## src/rtl/nef_pkg.sv

```systemverilog
// Shared types, line symbols and the nibble classifier of the nibble escape frame encoder.
package nef_pkg;

  // Line symbols
  localparam logic [3:0] SYM_ZERO    = 4'h0;
  localparam logic [3:0] SYM_BEGIN   = 4'h5;
  localparam logic [3:0] SYM_END     = 4'h7;
  localparam logic [3:0] SYM_END_INV = ~SYM_END;
  localparam logic [3:0] SYM_ESC     = 4'hA;
  localparam logic [3:0] SYM_ESC2    = 4'hD;

  // Preamble register
  localparam logic [5:0] PREAMBLE_RESET = 6'd50;
  localparam logic [5:0] PREAMBLE_MAX   = 6'd56;

  // One data nibble as it goes on the line: optional prefix, then the symbol
  typedef struct packed {
    logic       pfx_en;
    logic [3:0] pfx;
    logic [3:0] sym;
  } nib_code_t;

  // Classified request handed from the front to the back
  typedef struct packed {
    logic       first;
    logic [5:0] pre_len;
    nib_code_t  hi;
    nib_code_t  lo;
    logic       last;
    logic       end_pfx_en;
    logic [3:0] end_sym;
  } cmd_t;

  // Back-end sequencer phases
  typedef enum logic [3:0] {
    ST_IDLE,
    ST_PRE,
    ST_BEGIN,
    ST_HI_PFX,
    ST_HI,
    ST_LO_PFX,
    ST_LO,
    ST_END_PFX,
    ST_END
  } phase_t;

  // Queue status
  typedef struct packed {
    logic empty;
    logic full;
  } q_stat_t;

  // Back-end status
  typedef struct packed {
    logic pop;
    logic busy;
  } bk_stat_t;

  // Escape rules for one nibble against the nibble sent before it
  function automatic nib_code_t encode_nibble(input logic [3:0] v, input logic [3:0] prev);
    nib_code_t  c;
    logic [3:0] inv;
    inv      = ~v;
    c.pfx_en = 1'b0;
    c.pfx    = SYM_ESC;
    c.sym    = v;
    if (v == SYM_ESC || v == SYM_END) begin
      c.pfx_en = 1'b1;
      c.pfx    = SYM_ESC2;
    end else if (v == SYM_ESC2 || v == prev) begin
      c.pfx_en = 1'b1;
      if (inv == SYM_ESC) begin
        // inverting would hit ESC: send as is behind ESC2
        c.pfx = SYM_ESC2;
      end else begin
        c.pfx = SYM_ESC;
        c.sym = inv;
      end
    end
    return c;
  endfunction

endpackage

```

## src/rtl/nef_in_if.sv

```systemverilog
// Byte request channel of the nibble escape frame encoder.
interface nef_in_if;
  logic       valid;
  logic       ready;
  logic [7:0] data_byte;
  logic       first_of_frame;
  logic       last_of_frame;

  modport source (output valid, output data_byte, output first_of_frame,
                  output last_of_frame, input ready);
  modport sink   (input valid, input data_byte, input first_of_frame,
                  input last_of_frame, output ready);
endinterface

```

## src/rtl/nef_out_if.sv

```systemverilog
// Nibble result channel of the nibble escape frame encoder.
interface nef_out_if;
  logic       valid;
  logic       ready;
  logic [3:0] nibble;
  logic       end_of_run;

  modport source (output valid, output nibble, output end_of_run, input ready);
  modport sink   (input valid, input nibble, input end_of_run, output ready);
endinterface

```

## src/rtl/nef_front.sv

```systemverilog
// Front end: takes byte requests, tracks the previous nibble and classifies escapes.
module nef_front (
  input  logic             clk,
  input  logic             rst_n,
  input  logic             cfg_we,
  input  logic [5:0]       cfg_data,
  nef_in_if.sink           in_ch,
  input  nef_pkg::q_stat_t q_stat,
  output logic             push,
  output nef_pkg::cmd_t    cmd
);

  logic [5:0] preamble_r;
  logic [3:0] prev_r, prev_nxt;
  logic [3:0] prev_hi;
  logic [5:0] pre_len;

  // Preamble length register
  always_ff @(posedge clk) begin
    if (!rst_n) begin
      preamble_r <= nef_pkg::PREAMBLE_RESET;
    end else if (cfg_we) begin
      preamble_r <= cfg_data;
    end
  end

  // Accept whenever the queue has room
  assign in_ch.ready = !q_stat.full;
  assign push        = in_ch.valid && in_ch.ready;

  // Classification
  assign pre_len = (preamble_r > nef_pkg::PREAMBLE_MAX) ? nef_pkg::PREAMBLE_MAX : preamble_r;
  assign prev_hi = in_ch.first_of_frame ? nef_pkg::SYM_BEGIN : prev_r;

  always_comb begin
    cmd.first   = in_ch.first_of_frame;
    cmd.pre_len = pre_len;
    cmd.hi      = nef_pkg::encode_nibble(in_ch.data_byte[7:4], prev_hi);
    cmd.lo      = nef_pkg::encode_nibble(in_ch.data_byte[3:0], cmd.hi.sym);
    cmd.last    = in_ch.last_of_frame;
    // low nibble sent as END: close with ESC and inverted END
    cmd.end_pfx_en = (cmd.lo.sym == nef_pkg::SYM_END);
    cmd.end_sym    = cmd.end_pfx_en ? nef_pkg::SYM_END_INV : nef_pkg::SYM_END;
  end

  // Previous nibble as sent on the line; end marker leaves it alone
  assign prev_nxt = push ? cmd.lo.sym : prev_r;

  always_ff @(posedge clk) begin
    if (!rst_n) begin
      prev_r <= nef_pkg::SYM_BEGIN;
    end else begin
      prev_r <= prev_nxt;
    end
  end

endmodule

```

## src/rtl/nef_queue.sv

```systemverilog
// Short request queue between the front end and the back end.
module nef_queue #(
  parameter int DEPTH = 2
) (
  input  logic              clk,
  input  logic              rst_n,
  input  logic              push,
  input  nef_pkg::cmd_t     wr_cmd,
  input  logic              pop,
  output nef_pkg::cmd_t     head,
  output nef_pkg::q_stat_t  q_stat
);

  localparam int PW = (DEPTH > 1) ? $clog2(DEPTH) : 1;
  localparam int CW = $clog2(DEPTH + 1);
  localparam logic [PW-1:0] LAST_PTR = PW'(DEPTH - 1);
  localparam logic [CW-1:0] FULL_CNT = CW'(DEPTH);

  nef_pkg::cmd_t  entry_r [DEPTH];
  logic [PW-1:0]  wr_ptr_r, wr_ptr_nxt;
  logic [PW-1:0]  rd_ptr_r, rd_ptr_nxt;
  logic [CW-1:0]  count_r, count_nxt;

  assign q_stat.empty = (count_r == '0);
  assign q_stat.full  = (count_r == FULL_CNT);
  assign head         = entry_r[rd_ptr_r];

  // Pointer and fill count update
  always_comb begin
    wr_ptr_nxt = wr_ptr_r;
    rd_ptr_nxt = rd_ptr_r;
    count_nxt  = count_r;
    if (push) begin
      wr_ptr_nxt = (wr_ptr_r == LAST_PTR) ? '0 : wr_ptr_r + PW'(1);
    end
    if (pop) begin
      rd_ptr_nxt = (rd_ptr_r == LAST_PTR) ? '0 : rd_ptr_r + PW'(1);
    end
    if (push && !pop) begin
      count_nxt = count_r + CW'(1);
    end else if (pop && !push) begin
      count_nxt = count_r - CW'(1);
    end
  end

  always_ff @(posedge clk) begin
    if (!rst_n) begin
      wr_ptr_r <= '0;
      rd_ptr_r <= '0;
      count_r  <= '0;
    end else begin
      wr_ptr_r <= wr_ptr_nxt;
      rd_ptr_r <= rd_ptr_nxt;
      count_r  <= count_nxt;
    end
  end

  // Entry storage
  always_ff @(posedge clk) begin
    if (push) begin
      entry_r[wr_ptr_r] <= wr_cmd;
    end
  end

endmodule

```

## src/rtl/nef_back.sv

```systemverilog
// Back end: walks each queued request and sends one nibble a cycle while out_ch is ready.
module nef_back (
  input  logic              clk,
  input  logic              rst_n,
  input  nef_pkg::cmd_t     head,
  input  nef_pkg::q_stat_t  q_stat,
  output nef_pkg::bk_stat_t bk_stat,
  nef_out_if.source         out_ch
);

  nef_pkg::phase_t state_r, state_nxt, cur;
  logic [5:0]      cnt_r, cnt_nxt;
  logic            out_valid_r, out_valid_nxt;
  logic [3:0]      nibble_r, nibble_nxt;
  logic            eor_r, eor_nxt;
  logic            load_ok, emit;
  logic [3:0]      sym;
  logic            done;

  // First phase of a fresh request
  function automatic nef_pkg::phase_t start_phase(input nef_pkg::cmd_t c);
    if (c.first) begin
      return (c.pre_len == '0) ? nef_pkg::ST_BEGIN : nef_pkg::ST_PRE;
    end
    return c.hi.pfx_en ? nef_pkg::ST_HI_PFX : nef_pkg::ST_HI;
  endfunction

  assign cur     = (state_r == nef_pkg::ST_IDLE) ? start_phase(head) : state_r;
  assign load_ok = !out_valid_r || out_ch.ready;
  assign emit    = !q_stat.empty && load_ok;

  assign bk_stat.pop  = emit && done;
  assign bk_stat.busy = (state_r != nef_pkg::ST_IDLE);

  // Next phase
  always_comb begin
    state_nxt = state_r;
    cnt_nxt   = cnt_r;
    if (emit) begin
      unique case (cur)
        nef_pkg::ST_PRE: begin
          if (cnt_r + 6'd1 == head.pre_len) begin
            state_nxt = nef_pkg::ST_BEGIN;
            cnt_nxt   = '0;
          end else begin
            state_nxt = nef_pkg::ST_PRE;
            cnt_nxt   = cnt_r + 6'd1;
          end
        end
        nef_pkg::ST_BEGIN: begin
          state_nxt = head.hi.pfx_en ? nef_pkg::ST_HI_PFX : nef_pkg::ST_HI;
        end
        nef_pkg::ST_HI_PFX: state_nxt = nef_pkg::ST_HI;
        nef_pkg::ST_HI: begin
          state_nxt = head.lo.pfx_en ? nef_pkg::ST_LO_PFX : nef_pkg::ST_LO;
        end
        nef_pkg::ST_LO_PFX: state_nxt = nef_pkg::ST_LO;
        nef_pkg::ST_LO: begin
          if (!head.last) begin
            state_nxt = nef_pkg::ST_IDLE;
          end else begin
            state_nxt = head.end_pfx_en ? nef_pkg::ST_END_PFX : nef_pkg::ST_END;
          end
        end
        nef_pkg::ST_END_PFX: state_nxt = nef_pkg::ST_END;
        nef_pkg::ST_END:     state_nxt = nef_pkg::ST_IDLE;
        default:             state_nxt = nef_pkg::ST_IDLE;
      endcase
    end
  end

  // Symbol of the current phase
  always_comb begin
    sym  = nef_pkg::SYM_ZERO;
    done = 1'b0;
    unique case (cur)
      nef_pkg::ST_PRE:     sym = nef_pkg::SYM_ZERO;
      nef_pkg::ST_BEGIN:   sym = nef_pkg::SYM_BEGIN;
      nef_pkg::ST_HI_PFX:  sym = head.hi.pfx;
      nef_pkg::ST_HI:      sym = head.hi.sym;
      nef_pkg::ST_LO_PFX:  sym = head.lo.pfx;
      nef_pkg::ST_LO: begin
        sym  = head.lo.sym;
        done = !head.last;
      end
      nef_pkg::ST_END_PFX: sym = nef_pkg::SYM_ESC;
      nef_pkg::ST_END: begin
        sym  = head.end_sym;
        done = 1'b1;
      end
      default: begin
        sym  = nef_pkg::SYM_ZERO;
        done = 1'b0;
      end
    endcase
  end

  // Output register
  always_comb begin
    out_valid_nxt = out_valid_r;
    nibble_nxt    = nibble_r;
    eor_nxt       = eor_r;
    if (emit) begin
      out_valid_nxt = 1'b1;
      nibble_nxt    = sym;
      eor_nxt       = done;
    end else if (out_ch.ready) begin
      out_valid_nxt = 1'b0;
    end
  end

  always_ff @(posedge clk) begin
    if (!rst_n) begin
      state_r     <= nef_pkg::ST_IDLE;
      cnt_r       <= '0;
      out_valid_r <= 1'b0;
    end else begin
      state_r     <= state_nxt;
      cnt_r       <= cnt_nxt;
      out_valid_r <= out_valid_nxt;
    end
  end

  always_ff @(posedge clk) begin
    nibble_r <= nibble_nxt;
    eor_r    <= eor_nxt;
  end

  assign out_ch.valid      = out_valid_r;
  assign out_ch.nibble     = nibble_r;
  assign out_ch.end_of_run = eor_r;

endmodule

```

## src/rtl/nibble_escape_frame_encoder.sv

```systemverilog
// Top level of the nibble escape frame encoder.
//
// Byte requests come in on in_ch (data_byte, first_of_frame, last_of_frame) with a
// valid/ready handshake; encoded nibbles leave on out_ch, one per cycle while out_ch
// is ready, and end_of_run marks the last nibble caused by a byte. cfg_we/cfg_data
// write the preamble length (values above 56 act as 56); write it while the block is idle.
// The first nibble of a byte passes the queue entry and the output register before
// it is valid. The back-end sequencer sends a byte as 2 to 4 data nibbles, plus 1
// or 2 for the end marker on a frame's last byte, plus preamble_length zeros and
// BEGIN on a frame's first byte. The front end classifies a byte in the cycle it
// arrives and parks it in a QUEUE_DEPTH entry queue, so in_ch keeps taking bytes
// while the back end still sends earlier ones.
// Reset: queue empty, previous nibble BEGIN, preamble length 50; no clearing pass.
// Stalls: a low out_ch.ready holds the output register; the back end and then the
// queue fill, and in_ch.ready drops only once the queue is full.
module nibble_escape_frame_encoder #(
  parameter int QUEUE_DEPTH = 2
) (
  input  logic       clk,
  input  logic       rst_n,
  input  logic       cfg_we,
  input  logic [5:0] cfg_data,
  nef_in_if.sink     in_ch,
  nef_out_if.source  out_ch
);

  nef_pkg::cmd_t     wr_cmd;
  nef_pkg::cmd_t     head;
  nef_pkg::q_stat_t  q_stat;
  nef_pkg::bk_stat_t bk_stat;
  logic              push;

  nef_front u_front (
    .clk      (clk),
    .rst_n    (rst_n),
    .cfg_we   (cfg_we),
    .cfg_data (cfg_data),
    .in_ch    (in_ch),
    .q_stat   (q_stat),
    .push     (push),
    .cmd      (wr_cmd)
  );

  nef_queue #(
    .DEPTH (QUEUE_DEPTH)
  ) u_queue (
    .clk    (clk),
    .rst_n  (rst_n),
    .push   (push),
    .wr_cmd (wr_cmd),
    .pop    (bk_stat.pop),
    .head   (head),
    .q_stat (q_stat)
  );

  nef_back u_back (
    .clk     (clk),
    .rst_n   (rst_n),
    .head    (head),
    .q_stat  (q_stat),
    .bk_stat (bk_stat),
    .out_ch  (out_ch)
  );

  // Queue never written when full
  a_no_overflow: assert property (@(posedge clk) disable iff (!rst_n)
    push |-> !q_stat.full)
    else $error("request queue written while full");

  // Queue never popped when empty
  a_no_underflow: assert property (@(posedge clk) disable iff (!rst_n)
    bk_stat.pop |-> !q_stat.empty)
    else $error("request queue popped while empty");

  // A request in progress stays at the queue head
  a_busy_has_head: assert property (@(posedge clk) disable iff (!rst_n)
    bk_stat.busy |-> !q_stat.empty)
    else $error("back end busy with no queued request");

  // A retired request leaves its end-of-run nibble in the output register
  a_pop_marks_end: assert property (@(posedge clk) disable iff (!rst_n)
    bk_stat.pop |=> out_ch.valid && out_ch.end_of_run)
    else $error("request retired without an end-of-run nibble");

endmodule
```

## src/flat_wrapper.sv

```systemverilog
// flat-port wrapper written by rule: the top's interface ports become plain ports
module nibble_escape_frame_encoder_flat 
#(
  parameter int QUEUE_DEPTH = 2
)
  (clk, rst_n, cfg_we, cfg_data, in_ch_valid, in_ch_data_byte, in_ch_first_of_frame, in_ch_last_of_frame, in_ch_ready, out_ch_valid, out_ch_nibble, out_ch_end_of_run, out_ch_ready);
  nef_in_if in_ch_i ();
  nef_out_if out_ch_i ();
  input  logic clk;
  input  logic rst_n;
  input  logic cfg_we;
  input  logic [5:0] cfg_data;
  input wire logic [$bits(in_ch_i.valid)-1:0] in_ch_valid;
  input wire logic [$bits(in_ch_i.data_byte)-1:0] in_ch_data_byte;
  input wire logic [$bits(in_ch_i.first_of_frame)-1:0] in_ch_first_of_frame;
  input wire logic [$bits(in_ch_i.last_of_frame)-1:0] in_ch_last_of_frame;
  output wire logic [$bits(in_ch_i.ready)-1:0] in_ch_ready;
  output wire logic [$bits(out_ch_i.valid)-1:0] out_ch_valid;
  output wire logic [$bits(out_ch_i.nibble)-1:0] out_ch_nibble;
  output wire logic [$bits(out_ch_i.end_of_run)-1:0] out_ch_end_of_run;
  input wire logic [$bits(out_ch_i.ready)-1:0] out_ch_ready;
  assign in_ch_i.valid = in_ch_valid;
  assign in_ch_i.data_byte = in_ch_data_byte;
  assign in_ch_i.first_of_frame = in_ch_first_of_frame;
  assign in_ch_i.last_of_frame = in_ch_last_of_frame;
  assign in_ch_ready = in_ch_i.ready;
  assign out_ch_valid = out_ch_i.valid;
  assign out_ch_nibble = out_ch_i.nibble;
  assign out_ch_end_of_run = out_ch_i.end_of_run;
  assign out_ch_i.ready = out_ch_ready;
  nibble_escape_frame_encoder #(.QUEUE_DEPTH(QUEUE_DEPTH)) u_core (.clk(clk), .rst_n(rst_n), .cfg_we(cfg_we), .cfg_data(cfg_data), .in_ch(in_ch_i), .out_ch(out_ch_i));
endmodule
```

## config.mk

```make
export PLATFORM = sky130hd
export DESIGN_NAME = nibble_escape_frame_encoder_flat
export DESIGN_NICKNAME = d
export VERILOG_FILES = /design/src/rtl/nef_pkg.sv /design/src/rtl/nef_in_if.sv /design/src/rtl/nef_out_if.sv /design/src/rtl/nef_front.sv /design/src/rtl/nef_queue.sv /design/src/rtl/nef_back.sv /design/src/rtl/nibble_escape_frame_encoder.sv /design/src/flat_wrapper.sv
export SDC_FILE = /design/constraint.sdc
export NUM_CORES = 1
export LEC_CHECK = 0
export BUFFER_PORTS_ARGS = -buffer_cell sky130_fd_sc_hd__buf_4
export CORE_MARGIN = 2
export CORE_UTILIZATION = 62
export DETAILED_ROUTE_END_ITERATION = 10
export PLACE_DENSITY = 0.81
export SYNTH_ARGS = -nofsm -noshare
export SYNTH_HDL_FRONTEND = slang
export SYNTH_HIERARCHICAL = 1
export SYNTH_SLANG_ARGS = --single-unit
```

## constraint.sdc

```tcl
create_clock -name clk -period 4.3 [get_ports clk]
set_input_delay 0.43 -clock clk [delete_from_list [all_inputs] [get_ports clk]]
set_output_delay 0.43 -clock clk [all_outputs]
set_load 0.02 [all_outputs]
```

==> results.sh <==
export IMPL_drt_vias_per_instance=6.09
export IMPL_clock_skew_ns=0.0106
export IMPL_crit_arrival_ns=3.48
export IMPL_hold_path_class="in2reg"
export IMPL_drt_initial_drc_count=130
export IMPL_slew_headroom_pct=46.1
export IMPL_power_density_nw_per_um2=420
export IMPL_grt_pass1_wl_mm=14.5
export IMPL_drive_gt1_share_pct=23.1
export IMPL_layout_commonest_cell="edfxtp_1"
export IMPL_layout_common_cells="edfxtp_1, nand2_1, buf_4, mux2_2"
export IMPL_die_h_um=92.7
export IMPL_pin_count=28
export IMPL_grt_util_met2_pct=34.7
export IMPL_crit_fanout=12
export IMPL_core_rowCount=32
export IMPL_max_stage_delay_ns=0.51
export IMPL_path_clk_slew_ns=0.08
export IMPL_cts_tree="yes"
export IMPL_grt_ovfl_total=0
export IMPL_drc=0
export IMPL_p_leak_nw=1.83
export IMPL_drtPass1Iterations=5
export IMPL_synth_area_um2=4880
export IMPL_h_tree_depth=3
export IMPL_fin_ws_ns=0.910
export IMPL_use_met1_pct=30.3
export IMPL_ant_nets=0
export IMPL_synthCells=422
export IMPL_intPower_mw=1.55
export IMPL_tightest_slew_ns=0.801
export IMPL_vias=3287
export IMPL_grt_max_degree=32
export IMPL_path_class="reg2reg"
export IMPL_critPathTopFamily="compound AO/OA/AOI/OAI gates"
export IMPL_drv_slew=0
export IMPL_hpwl_mm=6.34
export IMPL_p_switching_uw=637
export IMPL_port_buffers=27
export IMPL_finalCritPeriodShare_pct=78.8
export IMPL_setup_viol=0
export IMPL_combPwrFrac_pct=23.3
export IMPL_switching_share_pct=29.2
export IMPL_busiest_layer="met2"
export IMPL_cts_resized=0
export IMPL_fin_nets=457
export IMPL_cap_violations=0
export IMPL_finalCriticalPeriod_ns=3.39
export IMPL_power_frac_clock_pct=24.7
export IMPL_dp_slack_ns=0.784
export IMPL_cts_buffers=9
export IMPL_crit_chain="or4_1 -> o22a_1 -> a22o_4 -> o31a_1 -> and3_4 -> nor4b_4 -> buf_4 -> and2_2 -> a21oi_1 -> o32ai_1"
export IMPL_worstSetupStartpointType="flip-flop"
export IMPL_hold_viol_final=0
export IMPL_cts_setup_buffers=0
export IMPL_dieWidth_um=92.7
export IMPL_pwr_share_seq_pct=52.0
export IMPL_yosys_warnings=6
export IMPL_crit_path_top_delay_cell="or4_1"
export IMPL_tns_ns=0
export IMPL_cts_num_sinks=93
export IMPL_gp_congestion=0.904
export IMPL_num_antenna_cells=0
export IMPL_crit_buf_inv=1
export IMPL_wire_per_inst_um=16.8
export IMPL_cts_root_buffer="clkbuf_8"
export IMPL_use_met3_pct=5.13
export IMPL_avgSynthCellArea_um2=11.6
export IMPL_clk_latency_ns=0.36
export IMPL_start_util_pct=63.4
export IMPL_crit_path_end_kind="flip-flop"
export IMPL_holdBufCountCts=0
export IMPL_core_area_um2=7690
export IMPL_routed_wl_mm=9.06
export IMPL_grt_pass1_vias=3054
export IMPL_rsz0062_at_grt="false"
export IMPL_clk_path_buf_depth=2
export IMPL_max_clock_freq_mhz=295
export IMPL_status="complete, no violations"
export IMPL_die_area_um2=8590
export IMPL_peakVddDrop_v=0.000203
export IMPL_grt_antenna_before_repair=0
export IMPL_area_growth_pct=6.85
export IMPL_crit_required_ns=4.39
export IMPL_grt_util_all_layers_pct=21.8
-- final timing paths --
kind	startpoint	endpoint	slack, ns	depth (start not counted)
max	u_core/u_front/prev_r[0]	u_core/u_queue/entry_r[0][10]	0.91	10
min	in_ch_last_of_frame	u_core/u_queue/entry_r[0][5]	0.26	1
max reg2reg	u_core/u_front/prev_r[0]	u_core/u_queue/entry_r[0][10]	0.91	10
min reg2reg	u_core/u_front/preamble_r[1]	u_core/u_front/preamble_r[1]	0.48	2
-- state kept, by name, indices dropped and copies added, names as in the netlist, named ones only --
name	cells
u_core/u_back/cnt_r	6
u_core/u_queue/wr_ptr_r	1
u_core/u_front/preamble_r	6
u_core/u_back/state_r	4
u_core/u_front/prev_r	4
u_core/u_queue/entry_r	62
u_core/u_back/out_ch.nibble	4
u_core/u_queue/count_r	2
u_core/u_back/out_ch.end_of_run	1
u_core/u_back/out_ch.valid	1
u_core/u_queue/rd_ptr_r	1
-- per-stage QoR --
stage | power (mW) | hold slack [ns] | util, % | cells | cell area, um2
after floorplan | 1.53 | 0.433 | - | 423 | 4880
after global placement | 1.64 | 0.447 | 65.4 | 525 | 5030
after detailed placement | 1.66 | 0.457 | 65.4 | 525 | 5030
after CTS | 2.20 | 0.252 | 67.8 | 540 | 5210
after global routing | 2.29 | 0.240 | 67.8 | 540 | 5210
final | 2.19 | 0.261 | 67.8 | 540 | 5210
-- routing by layer --
metal / part of all wire [%] / up-vias
met5: 0 / -
met2: 48 / 90
met1: 47 / 1593
met3: 4.4 / 10
li1: - / 1594
met4: 1.1 / 0
-- final cells by class --
type	instances	area (um2)
fill	586	2480
clock inverter	6	55.1
clock buffer	9	124
tap	102	128
timing repair buffer	31	233
sequential	93	2530
multi-input combinational	284	2080
inverter	15	56.3
-- worst reg2reg max path, cell delays in order, from the launching register on --
cell and delay, ns:
dfxtp_1 0.38, or4_1 0.51, o22a_1 0.26, a22o_4 0.31, o31a_1 0.28, and3_4 0.20, nor4b_4 0.25, buf_4 0.22
and2_2 0.18, a21oi_1 0.08, o32ai_1 0.47
-- power groups by stage --
stage	registers, mW	clock network (mW)	logic (mW)
2_1_floorplan	1.15	0	0.382
3_3_place_gp	1.15	0	0.495
3_5_place_dp	1.16	0	0.505
4_1_cts	1.13	0.553	0.509
5_1_grt	1.14	0.585	0.555
6_report	1.14	0.539	0.510
Power figures use the tool's default switching activity.
